<file path="src/design/quadratic_probe_hash_table_core_defines.svh">
// assertion macros for the hash table core
`ifndef QUADRATIC_PROBE_HASH_TABLE_CORE_DEFINES_SVH
`define QUADRATIC_PROBE_HASH_TABLE_CORE_DEFINES_SVH
// property that holds from a reset-qualified clock
`define QPH_ASSERT(label, clk, rst_n, prop, msg) \
  label: assert property (@(posedge clk) disable iff (!rst_n) prop) else $error(msg);
// property checked also during reset
`define QPH_ASSERT_ALWAYS(label, clk, prop, msg) \
  label: assert property (@(posedge clk) prop) else $error(msg);
`endif

</file>
<file path="src/design/qph_pkg.sv">
// shared types and constants of the hash table core
`timescale 1ns / 1ps
package qph_pkg;
  localparam int SLOT_COUNT = 1031;
  localparam int KEY_BYTES = 20;
  localparam int SLOT_W = $clog2(SLOT_COUNT);
  localparam int SUM_W = 13;
  localparam int KEY_W = 160;

  localparam logic [1:0] OP_SEARCH = 2'd0;
  localparam logic [1:0] OP_INSERT = 2'd1;
  localparam logic [1:0] OP_DELETE = 2'd2;
  localparam logic [1:0] OP_UNUSED = 2'd3;

  localparam logic [1:0] MARK_EMPTY = 2'd0;
  localparam logic [1:0] MARK_USED = 2'd1;
  localparam logic [1:0] MARK_TOMB = 2'd2;

  localparam logic [1:0] ST_OK = 2'd0;
  localparam logic [1:0] ST_MISS = 2'd1;
  localparam logic [1:0] ST_FULL = 2'd2;

  typedef struct packed {
    logic [1:0] op;
    logic [KEY_W-1:0] key;
    logic [SLOT_W-1:0] home;
    logic [31:0] value;
  } cmd_t;

  typedef struct packed {
    logic [1:0] status;
    logic [31:0] found_value;
    logic [10:0] slot_index;
  } rsp_t;
endpackage

</file>
<file path="src/design/qph_cmd_fifo.sv">
// two-entry queue between front and back
`timescale 1ns / 1ps
module qph_cmd_fifo import qph_pkg::*; (
  input  logic clk,
  input  logic rst_n,
  input  logic wr_valid,
  output logic wr_ready,
  input  cmd_t wr_data,
  output logic rd_valid,
  input  logic rd_ready,
  output cmd_t rd_data
);
  cmd_t mem_r [2];
  logic wp_r, rp_r;
  logic [1:0] cnt_r;
  logic wr, rd;
  assign wr_ready = cnt_r != 2'd2;
  assign rd_valid = cnt_r != 2'd0;
  assign wr = wr_valid && wr_ready;
  assign rd = rd_valid && rd_ready;
  assign rd_data = mem_r[rp_r];
  always_ff @(posedge clk) begin
    if (!rst_n) begin
      wp_r <= 1'b0;
      rp_r <= 1'b0;
      cnt_r <= 2'd0;
    end else begin
      if (wr) begin
        mem_r[wp_r] <= wr_data;
        wp_r <= ~wp_r;
      end
      if (rd) rp_r <= ~rp_r;
      cnt_r <= cnt_r + 2'(wr) - 2'(rd);
    end
  end
endmodule

</file>
<file path="config.mk">
export PLATFORM = sky130hd
export DESIGN_NAME = qph_cmd_fifo
export DESIGN_NICKNAME = d
export VERILOG_FILES = /design/src/design/quadratic_probe_hash_table_core_defines.svh /design/src/design/qph_pkg.sv /design/src/design/qph_cmd_fifo.sv
export SDC_FILE = /design/constraint.sdc
export NUM_CORES = 1
export LEC_CHECK = 0
export BUFFER_PORTS_ARGS = -buffer_cell sky130_fd_sc_hd__buf_2
export CORE_ASPECT_RATIO = 1.75
export CORE_MARGIN = 5
export CORE_UTILIZATION = 57
export DETAILED_ROUTE_END_ITERATION = 10
export GPL_TIMING_DRIVEN = 0
export PLACE_DENSITY = 0.9
export SLEW_MARGIN = 10
export SYNTH_ARGS = -nofsm -noshare
export SYNTH_HDL_FRONTEND = slang
export SYNTH_SLANG_ARGS = --single-unit
export TNS_END_PERCENT = 20
</file>
<file path="constraint.sdc">
create_clock -name clk -period 23.1 [get_ports clk]
set_input_delay 4.62 -clock clk [delete_from_list [all_inputs] [get_ports clk]]
set_output_delay 4.62 -clock clk [all_outputs]
set_load 0.01 [all_outputs]
</file>
==> impl_metrics.ini <==
[grt]
grt_max_degree = 62
grt.total_usage_pct = 22.35
grt_pass1_vias = 8888
grt.overflow.total = 0
antenna_found_initial = 17
grt_pass1_wl_microns = 51770

[cts]
clkTransAtPathRegs_ns = 0.06
ctsHoldBuffers = 0
h-tree-depth = 2
clock-root-buffer = clkbuf_16
ctsResizeCount = 0
cts_made_buffers = 36
cts.sinks = 415
post_cts_buffers = 0
cts_max_path_buffers = 3
clock_latency_ns = 0.51
cts_tree = done

[cells_and_area]
stdcell_count = 1536
final_nets = 1338
utilization_pct = 72.11
fin_area_sq_um = 19630
syn_to_final_growth_pct = 25.49
n_fill_cell = 1671
drive_above_1_share_pct = 61.28

[timing]
worst_clock_skew_ns = 0.008224
finalHoldViolations = 0
slew_headroom_pct = 48.15
fin_crit_sh_pct = 28.11
fin_crit_ns = 6.493
setup_tns_ns = 0
fmax_mhz = 154.0
worst_pin_slew_ns = 0.7759
finalSetupViolCount = 0
drv_slew = 0
rsz0062_at_grt = no

[yosys]
synthCells = 663
yosysTopAreaCell = edfxtp_1
synth_fa_ha_area_share_pct = 0.1599
synthesis.nets = 874
synth_seq_cells = 415
synth_top_area_share_pct = 78.69
netlist_top_cells_area = edfxtp_1 79%, mux2_4 14%, mux2_2 4.0%
synth-simple-area-share_pct = 0.3998
synth_top_family_by_area = multiplexers
avgSynthCellArea_sq_um = 23.60
synth_area_sq_um = 15650
synth_mux_area_share_pct = 18.35
ys_seq_area_share_pct = 79.33
synth-compound-area-share_pct = 0.08796
ys_warn_count = 0
synth.distinct_cells = 19
synth-xor-area-share_pct = 0.1679

[floorplan]
core_sq_um = 27230
start_util_pct = 57.47
io_pins = 416
die_h_microns = 229.2
num_rows = 80
die-area_sq_um = 30990
die_w_microns = 135.2

[min_path]
hold_start = rp_r
holdCritPathClass = reg -> reg
hold_depth = 2

[status]
status = finished clean

[power_and_ir_drop]
peakVddDrop_mv = 0.1042
powerDensity_nw_per_um2 = 100.3
totalPowerFinal_uw = 1970
p_leak_uw = 0.007562

[placement]
postPlaceCellArea_sq_um = 18470
dp_cells = 1458
dp_hpwl_microns = 25330
portBuffers = 415
gp_congestion = 0.7929

[routing]
drc_errors = 0
drt_pass1_iterations = 5
ant_nets = 0
viasPerCell = 5.211
num_vias = 8004
routedWlPerCell_microns = 22.78
drt_iter0_markers = 390
routed_wl_microns = 34990

[setup_path]
crit_buf_inv = 4
arrival_ns = 1.87
regToRegSetupSlack_ns = 20.53
r2r-start = cnt_r[0]
end_kind = primary output
start_kind = flip-flop
cpMaxStageDelayCell = dfxtp_1
crit_chain = buf_6 > buf_6 > buf_6 > mux2_4 > buf_2
slowest_delay_ns = 0.33
reg2reg_to = mem_r[0][145]
r2r_cells = 7
critPathRequiredTime_ns = 18.48
cpLargestDelayFamily = buffers and inverters
crit_top_cell = buf_6
path_class = reg -> out
crit_fanout = 10

[flow_run]
maxCapViolations = 0
[worst register-to-register path: stages, from the launching register on]
cell and delay (ns):
dfxtp_1 0.37, nand2b_1 0.16, nand3_1 0.15, nor2_4 0.62
buf_12 0.29, buf_12 0.24, buf_12 0.23, buf_16 0.20
[metrics by stage]
step	hold slack (ns)	setup slack [ns]
3_5_place_dp	0.5331	16.23
4_1_cts	0.5535	16.52
3_3_place_gp	0.4829	4.871
5_1_grt	0.5960	16.50
6_report	0.5530	16.61
2_1_floorplan	0.4675	9.115
[routing by layer]
metal	part of all wire, %	GRT usage [%]
met1	32	23.25
met2	55	41.07
met3	6.9	5.578
met4	5.2	11.03
met5	0.060	0
[worst max path at each step]
stage                     startpoint           end  slack, ns  depth (start not counted)
after floorplan                rst_n   mem_r[0][0]       9.11                          2
after global placement         rst_n  mem_r[0][98]       4.87                          3
after detailed placement       rst_n  mem_r[0][96]      16.23                          7
after CTS                  flip-flop  rd_data[114]      16.52                          5
after global routing       flip-flop  rd_data[114]      16.50                          5
final                      flip-flop   rd_data[94]      16.61                          5
[cell type report]
cell class	count	area [sq um]	share of cell area, %
repair buffers	426	2350	11.97
well taps	369	461.7	2.352
clock inverters	20	177.7	0.9049
inverters	2	7.507	0.03824
clock buffers	43	948.4	4.830
plain buffers	23	227.7	1.160
multi-input cells	223	3012	15.34
flip-flops and latches	415	12410	63.22
diodes	15	37.54	0.1912
[report_power, final]
| group | internal (uW) | switching [uW] |
|---|---|---|
| logic | 246 | 238 |
| registers | 892 | 15.2 |
| clock network | 327 | 251 |
[logic make-up (layout without fill, tap and decap cells)]
group	Yosys count	after routing
flip-flops	415	415
multiplexers	205	205
buffers and inverters	25	514
AND/OR/NAND/NOR	11	11
XOR/XNOR	3	3
adder cells (fa/ha/maj)	2	2
AO/OA/AOI/OAI	2	2
other	0	15
[state kept, by name (all words and copies together) (netlist names), named ones only]
name and cells:
wp_r 1, rp_r 1, mem_r 410, cnt_r 2
[cell usage in the layout, fill, tap and decap left out, drive strengths merged]
cell type,instances
buf,449
edfxtp,410
mux2,205
clkbuf,43
diode,15
clkinv,14
dfxtp,5
and2,3
xnor2,3
bufinv,3
inv,3
nor2b,2
ha,2
clkinvlp,2
o21a,1
or2,1
nand2b,1
and3,1
nand3,1
nor2,1
nand2,1
o22ai,1
[cells in the mapped netlist]
library cell and instances:
or2_2 1, inv_1 2, o22ai_1 1, xnor2_1 3, buf_6 18, ha_1 2
nand2_1 1, mux2_4 150, nand3_1 1, nand2b_1 1, dfxtp_1 5, o21a_1 1
mux2_2 55, nor2_1 1, and2_1 3, nor2b_1 2, and3_1 1, edfxtp_1 410
buf_2 5
No activity file was read; power rests on OpenSTA's default activity.
