### config.mk
export PLATFORM = sky130hd
export DESIGN_NAME = qph_front
export DESIGN_NICKNAME = d
export VERILOG_FILES = /design/src/design/quadratic_probe_hash_table_core_defines.svh /design/src/design/qph_pkg.sv /design/src/design/qph_front.sv
export SDC_FILE = /design/constraint.sdc
export NUM_CORES = 1
export LEC_CHECK = 0
export ABC_CLOCK_PERIOD_IN_PS = 13400
export BUFFER_PORTS_ARGS = -buffer_cell sky130_fd_sc_hd__clkbuf_2
export CAP_MARGIN = 20
export CORE_UTILIZATION = 38
export DETAILED_ROUTE_END_ITERATION = 8
export PLACE_DENSITY = 0.57
export SLEW_MARGIN = 40
export SYNTH_ARGS = -nofsm -noshare
export SYNTH_HDL_FRONTEND = slang
export SYNTH_SLANG_ARGS = --single-unit
### constraint.sdc
create_clock -name clk -period 13.4 [get_ports clk]
set_clock_uncertainty 0.1 [all_clocks]
set_input_delay 2.68 -clock clk [delete_from_list [all_inputs] [get_ports clk]]
set_output_delay 2.68 -clock clk [all_outputs]
set_load 0.1 [all_outputs]
### src/design/quadratic_probe_hash_table_core_defines.svh
// assertion macros for the hash table core
`ifndef QUADRATIC_PROBE_HASH_TABLE_CORE_DEFINES_SVH
`define QUADRATIC_PROBE_HASH_TABLE_CORE_DEFINES_SVH
// property that holds from a reset-qualified clock
`define QPH_ASSERT(label, clk, rst_n, prop, msg) \
  label: assert property (@(posedge clk) disable iff (!rst_n) prop) else $error(msg);
// property checked also during reset
`define QPH_ASSERT_ALWAYS(label, clk, prop, msg) \
  label: assert property (@(posedge clk) prop) else $error(msg);
`endif

### src/design/qph_pkg.sv
// shared types and constants of the hash table core
`timescale 1ns / 1ps
package qph_pkg;
  localparam int SLOT_COUNT = 1031;
  localparam int KEY_BYTES = 20;
  localparam int SLOT_W = $clog2(SLOT_COUNT);
  localparam int SUM_W = 13;
  localparam int KEY_W = 160;

  localparam logic [1:0] OP_SEARCH = 2'd0;
  localparam logic [1:0] OP_INSERT = 2'd1;
  localparam logic [1:0] OP_DELETE = 2'd2;
  localparam logic [1:0] OP_UNUSED = 2'd3;

  localparam logic [1:0] MARK_EMPTY = 2'd0;
  localparam logic [1:0] MARK_USED = 2'd1;
  localparam logic [1:0] MARK_TOMB = 2'd2;

  localparam logic [1:0] ST_OK = 2'd0;
  localparam logic [1:0] ST_MISS = 2'd1;
  localparam logic [1:0] ST_FULL = 2'd2;

  typedef struct packed {
    logic [1:0] op;
    logic [KEY_W-1:0] key;
    logic [SLOT_W-1:0] home;
    logic [31:0] value;
  } cmd_t;

  typedef struct packed {
    logic [1:0] status;
    logic [31:0] found_value;
    logic [10:0] slot_index;
  } rsp_t;
endpackage

### src/design/qph_front.sv
// front end: key normalisation and home slot computation
`timescale 1ns / 1ps
module qph_front import qph_pkg::*; (
  input  logic clk,
  input  logic rst_n,
  input  logic in_push,
  output logic in_full,
  input  logic [1:0] in_op,
  input  logic [63:0] in_key_bytes_low,
  input  logic [63:0] in_key_bytes_mid,
  input  logic [31:0] in_key_bytes_high,
  input  logic [31:0] in_entry_value,
  output logic cmd_valid,
  input  logic cmd_ready,
  output cmd_t cmd
);
  localparam int BYTE_CNT_W = $clog2(KEY_W/8 + 1);
  typedef enum logic [1:0] {F_IDLE, F_SUM, F_MOD, F_OUT} fstate_t;
  fstate_t state_r;
  logic [KEY_W-1:0] raw_r, key_r;
  logic [1:0] op_r;
  logic [31:0] val_r;
  logic [SUM_W-1:0] sum_r;
  logic [BYTE_CNT_W-1:0] idx_r;
  logic ended_r;
  logic [SUM_W-1:0] sum_sub;

  assign in_full = (state_r != F_IDLE);
  assign cmd_valid = (state_r == F_OUT);
  assign sum_sub = sum_r - SUM_W'(SLOT_COUNT);

  // four bytes a cycle
  always_ff @(posedge clk) begin
    if (!rst_n) begin
      state_r <= F_IDLE;
    end else begin
      unique case (state_r)
        F_IDLE: if (in_push) begin
          raw_r <= {in_key_bytes_high, in_key_bytes_mid, in_key_bytes_low};
          op_r <= in_op;
          val_r <= in_entry_value;
          key_r <= '0;
          sum_r <= '0;
          idx_r <= '0;
          ended_r <= 1'b0;
          state_r <= F_SUM;
        end
        F_SUM: begin : sum_blk
          logic e;
          logic [SUM_W-1:0] s;
          logic [7:0] bb;
          logic [KEY_W-1:0] k;
          e = ended_r;
          s = sum_r;
          k = key_r;
          for (int j = 0; j < 4; j++) begin
            bb = raw_r[8*(int'(idx_r)+j) +: 8];
            if ((int'(idx_r) + j) >= KEY_BYTES || bb == 8'd0) e = 1'b1;
            if (!e) begin
              s = s + SUM_W'(bb);
              k[8*(int'(idx_r)+j) +: 8] = bb;
            end
          end
          ended_r <= e;
          sum_r <= s;
          key_r <= k;
          idx_r <= idx_r + BYTE_CNT_W'(4);
          if (int'(idx_r) + 4 >= KEY_W/8) state_r <= F_MOD;
        end
        F_MOD: begin
          if (sum_r >= SUM_W'(SLOT_COUNT)) sum_r <= sum_sub;
          else state_r <= F_OUT;
        end
        F_OUT: if (cmd_ready) state_r <= F_IDLE;
        default: state_r <= F_IDLE;
      endcase
    end
  end

  assign cmd.op = op_r;
  assign cmd.key = key_r;
  assign cmd.home = sum_r[SLOT_W-1:0];
  assign cmd.value = val_r;
endmodule

==> results of run 1 <==
[routing by layer]
metal | routed length, um | share of wire | track usage | vias to the layer above
met5 | 76 | 0.0013 | 0 | -
met4 | 1297 | 0.021 | 0.06561 | 10
met3 | 3915 | 0.064 | 0.05369 | 86
met2 | 29360 | 0.48 | 0.3889 | 451
met1 | 26050 | 0.43 | 0.3143 | 6967
li1 | - | - | - | 6596
[through the flow]
step	hold slack (ns)	cells	total power, mW
6_report	0.4987	2635	5.669
5_1_grt	0.5118	2633	5.927
4_1_cts	0.4981	2629	5.692
3_3_place_gp	0.4705	2550	4.481
3_5_place_dp	0.4857	2550	4.527
2_1_floorplan	0.4228	1559	3.886
[power breakdown]
part	leakage [nW]	internal [mW]	switching, mW
clock network	0.675	0.647	0.509
registers	3.52	1.58	0.126
logic	4.80	0.741	2.07
total	8.99	2.97	2.70
[state kept, by name, indices dropped and copies added (netlist names)]
name     count
state_r      2
op_r         2
ended_r      1
idx_r        3
val_r       32
raw_r      160
sum_r       13
key_r      160
[logic make-up (layout without fill, tap and decap cells)]
group	count (synthesis)	count (layout)	share of synthesized area
compound gates	352	352	0.1289
other cells	0	6	0
fa+ha+maj	55	55	0.03812
flops	373	373	0.5935
xor+xnor	41	41	0.01906
simple gates	508	508	0.1380
mux	92	92	0.05088
buf+inv	138	544	0.03148
[worst register-to-register path, delay by kind of cell (launching register included)]
family          cells  cell delay, ns
compound gates     12            2.99
fa+ha+maj           3            0.92
simple gates        4            0.89
buf+inv             4            0.88
mux                 3            0.78
xor+xnor            4            0.61
flops               1            0.36
[worst paths after layout]
kind,startpoint,to,slack (ns)
min reg2reg,state_r[0]$_SDFFE_PN0P_,state_r[0]$_SDFFE_PN0P_,0.50
min,state_r[0]$_SDFFE_PN0P_,state_r[0]$_SDFFE_PN0P_,0.50
max,idx_r[3]$_SDFFCE_PN0P_,sum_r[11]$_SDFFCE_PN0P_,5.62
max reg2reg,idx_r[3]$_SDFFCE_PN0P_,sum_r[11]$_SDFFCE_PN0P_,5.62
[synth_stat cells, drive strengths merged (36+ instances only)]
| cell type | count |
|---|---|
| nor2 | 52 |
| nor3 | 48 |
| nand3 | 70 |
| a22oi | 36 |
| clkbuf | 71 |
| a21oi | 80 |
| o21ai | 39 |
| edfxtp | 371 |
| mux2i | 62 |
| nor2b | 90 |
| a21boi | 76 |
| ha | 51 |
| nand2 | 143 |
| inv | 37 |
[cell usage in the layout (no fill, tap or decap), drive strengths merged, types with 11 or more instances in the layout]
master / count
a21boi: 76
a21oi: 80
a22oi: 36
and2: 19
buf: 24
clkbuf: 453
clkinv: 23
edfxtp: 371
ha: 51
inv: 38
mux2: 30
mux2i: 62
nand2: 143
nand2b: 21
nand3: 70
nand4: 13
nor2: 52
nor2b: 90
nor3: 48
nor4: 11
o211a: 14
o21ai: 39
o22ai: 16
o2bb2ai: 11
xnor2: 27
xor2: 14
[cell type report]
class | count | share of cell area
Multi-Input combinational cell | 1048 | 0.3130
Antenna cell | 6 | 0.0006540
Tap cell | 664 | 0.03619
Inverter | 37 | 0.006049
Clock inverter | 30 | 0.01172
Timing Repair Buffer | 428 | 0.09673
Clock buffer | 49 | 0.04872
Sequential cell | 373 | 0.4870
==> impl_metrics.json, run 1 <==
{
  "cpMostUsedCell": "a21oi_1",
  "synth_edf_count": 371,
  "synth_area_um2": 18840,
  "multiInputGateArea_um2": 7186,
  "portBuffers": 404,
  "drive_gt1_frac": 0.2809,
  "core_um2": 48950,
  "leakagePower_nw": 8.990,
  "netlist_top_cells_area": "edfxtp_1 59%, ha_1 3.4%, mux2i_1 3.3%",
  "maxCapViolations": 0,
  "clockBufferDepth": 3,
  "end_kind": "flip-flop",
  "path_buf_inv": 4,
  "clk_pin_slew_worst_paths_ns": 0.06,
  "nFillCells": 4486,
  "slowest_stage": "nand2b_1",
  "grt_usage": 0.2370,
  "vias": 14110,
  "syn_area_per_cell_um2": 12.08,
  "hold_viol_final": 0,
  "place.detailed.hpwl_um": 44940,
  "whs_path_depth": 2,
  "status": "finished, final reports clean",
  "cp_max_fo": 48,
  "cts.sinks": 373,
  "initial_core_util": 0.3848,
  "synth-seq-area-share": 0.5935,
  "numCtsBuffers": 43,
  "clkLatencyLatePin_ns": 0.59,
  "layout_setup_ws_ns": 5.616,
  "path_class": "reg -> reg",
  "post_cts_resized": 0,
  "wirelength_um": 60700,
  "rsz0062_at_grt": "no",
  "synth.top_cell.area_share": 0.5914,
  "wire_per_inst_um": 23.04,
  "cp-start-kind": "flip-flop",
  "die_area_um2": 50470,
  "fmax_ghz": 0.1285,
  "seq_area_um2": 11180,
  "syn_inst": 1559,
  "gp_congestion": 0.8898,
  "io_pins": 405,
  "fin_crit_ns": 7.784,
  "drt_iter0_markers": 1014,
  "place_ws_ns": 5.712,
  "peakVddDrop_mv": 0.1213,
  "required_ns": 13.62,
  "setup_viol": 0,
  "synthArstFlopShare": 0,
  "tightest_slew_ns": 0.9362,
  "finish.instance_area_um2": 22960,
  "cp.depth": 30,
  "ys_ff_latch": 373,
  "critical_path.top_delay_family": "compound AO/OA/AOI/OAI gates",
  "grt_max_degree": 106,
  "setup_tns_ns": 0,
  "hold_buffers": 0,
  "cts_htree_levels": 2,
  "root_buffer": "clkbuf_16",
  "synth_ff_type": "edfxtp_1",
  "maxSlewHeadroom": 0.3758,
  "syn2layout_area_growth_pct": 21.88,
  "reg2reg_depth": 30,
  "layout.nets": 2184,
  "synth_nets": 1812,
  "avgViaCountPerCell": 5.355,
  "timing.final.crit_share": 0.5809,
  "dpl-instance-area_um2": 21550,
  "synth.distinct_cells": 73,
  "final_util": 0.4690,
  "hold_path.class": "reg -> reg",
  "synth_top_area_cell": "edfxtp_1",
  "synth_warnings": 0,
  "die_height_um": 224.7,
  "dr.pass1.iters": 5,
  "rows": 81,
  "grt.overflow.total": 0,
  "arrival_ns": 8.00,
  "critPathMaxStageDelay_ns": 0.63,
  "grt_pass1_wl_um": 88700,
  "antenna_found_initial": 13,
  "antenna_left": 0,
  "drc": 0,
  "post_cts.repair.setup_buffers": 0,
  "cts_tree": "done",
  "drv_slew": 0,
  "p_per_area_nw_per_um2": 246.9,
  "grt_pass1_vias": 13765,
  "die_w_um": 224.7
}
Note: power is estimated with default switching activity, not from simulation.
==> run 2: changes to the inputs <==
- ABC_CLOCK_PERIOD_IN_PS: 13400 -> 8000
- clock period: 13.4 -> 8 ns (I/O delays scaled with it)
==> impl_metrics.json, run 2 (same netlist as run 1, synthesis figures left out) <==
{
  "status": "finished, final reports clean",
  "portBuffers": 404,
  "clockBufferDepth": 3,
  "place.detailed.hpwl_um": 45280,
  "vias": 14097,
  "final_cell_mix": "404 x clkbuf_2, 371 x edfxtp_1, 143 x nand2_1",
  "reg_top3": "key_r (160), raw_r (160), val_r (32)",
  "slowest_stage": "edfxtp_1",
  "syn2layout_area_growth_pct": 21.81,
  "hold_path.class": "reg -> reg",
  "root_buffer": "clkbuf_16",
  "antenna_left": 0,
  "grt_usage": 0.2363,
  "die_w_um": 224.7,
  "rsz0062_at_grt": "no",
  "cts_htree_levels": 2,
  "clk_pin_slew_worst_paths_ns": 0.07,
  "setup_viol": 0,
  "dpl-instance-area_um2": 21570,
  "p_int_mw": 4.900,
  "clkLatencyLatePin_ns": 0.57,
  "die_height_um": 224.7,
  "layout.nets": 2199,
  "place_ws_ns": 0.5873,
  "layout_commonest_cell": "clkbuf_2",
  "layout_setup_ws_ns": 0.7904,
  "dp.cells": 2555,
  "multiInputGateArea_um2": 7167,
  "maxSlewHeadroom": 0.4774,
  "clock_power_share": 0.190,
  "timing.final.crit_share": 0.9012,
  "fmax_ghz": 0.1387,
  "power_mw": 9.366,
  "switchingPower_mw": 4.466,
  "grt.overflow.total": 0,
  "avgViaCountPerCell": 5.322,
  "p_comb_frac": 0.503,
  "drc": 0,
  "cts.sinks": 373,
  "swShare": 0.4768,
  "path_class": "reg -> reg",
  "tightest_slew_ns": 0.7786,
  "gp_congestion": 0.8856,
  "cts_tree": "done",
  "core_um2": 48950,
  "critPathMaxStageDelay_ns": 0.64,
  "grt_pass1_wl_um": 88550,
  "grt_max_degree": 165,
  "drive_gt1_frac": 0.2804,
  "leakagePower_nw": 9.000,
  "wire_per_inst_um": 23.00,
  "seq_power_share": 0.307,
  "final_util": 0.4688,
  "numCtsBuffers": 41,
  "setup_tns_ns": 0,
  "drt_iter0_markers": 1181,
  "peakVddDrop_mv": 0.1896,
  "required_ns": 8.23,
  "io_pins": 405,
  "antenna_found_initial": 13,
  "rows": 81,
  "wirelength_um": 60940,
  "die_area_um2": 50470,
  "seq_area_um2": 11180,
  "grt_pass1_vias": 13847,
  "nFillCells": 4548,
  "fin_crit_ns": 7.210,
  "p_per_area_nw_per_um2": 408.1,
  "hold_viol_final": 0,
  "cp_max_fo": 25,
  "end_kind": "flip-flop",
  "hold_buffers": 0,
  "arrival_ns": 7.44,
  "drv_slew": 0,
  "dr.pass1.iters": 5,
  "finish.instance_area_um2": 22950,
  "maxCapViolations": 0,
  "initial_core_util": 0.3848,
  "cp-start-kind": "flip-flop",
  "whs_ns": 0.4983,
  "stdcell_count": 2649
}
## run 2: per-layer routing
| metal | up-vias | global-route usage | wire, um |
|---|---|---|---|
| li1 | 6602 | - | - |
| met1 | 6880 | 0.3246 | 27080 |
| met2 | 523 | 0.3763 | 28560 |
| met3 | 88 | 0.03828 | 3585 |
| met4 | 4 | 0.08668 | 1682 |
| met5 | - | 0 | 27 |
## run 2: path summary, 6_finish.rpt
check / startpoint / end / slack, ns / cells after the start
worst min-delay path: key_r[5]$_SDFFCE_PN0P_ / key_r[5]$_SDFFCE_PN0P_ / 0.50 / 1
worst min register to register: key_r[5]$_SDFFCE_PN0P_ / key_r[5]$_SDFFCE_PN0P_ / 0.50 / 1
worst max register to register: idx_r[3]$_SDFFCE_PN0P_ / sum_r[11]$_SDFFCE_PN0P_ / 0.79 / 28
worst max-delay path: idx_r[3]$_SDFFCE_PN0P_ / sum_r[11]$_SDFFCE_PN0P_ / 0.79 / 28
## run 2: cell type report
type,count,area share
flip-flops and latches,373,0.4872
multi-input cells,1048,0.3123
repair buffers,445,0.1038
clock buffers,51,0.04635
well taps,664,0.03621
clock inverters,22,0.007034
inverters,37,0.006052
diodes,9,0.0009815
## run 2: power groups by stage
| stage | clock network (mW) | registers [mW] | logic (mW) |
|---|---|---|---|
| after floorplan | 0 | 4.25 | 2.23 |
| after global placement | 0 | 2.92 | 4.61 |
| after detailed placement | 0 | 2.92 | 4.66 |
| after CTS | 1.82 | 2.88 | 4.67 |
| after global routing | 1.88 | 2.91 | 5.00 |
| final | 1.78 | 2.88 | 4.71 |
## run 2: what timing repair did
item                                    in CTS  in global routing
resized for setup                            0                  1
buffers inserted                             0                 10
endpoints found under the setup margin       0                  3
## run 2: worst max-delay path, delay by kind of cell, from the launching register on
family | cells | cell delay (ns)
flip-flops | 1 | 0.64
AO/OA/AOI/OAI | 10 | 2.63
AND/OR/NAND/NOR | 5 | 0.86
adder cells (fa/ha/maj) | 3 | 0.85
buffers and inverters | 3 | 0.51
multiplexers | 3 | 0.76
XOR/XNOR | 4 | 0.59
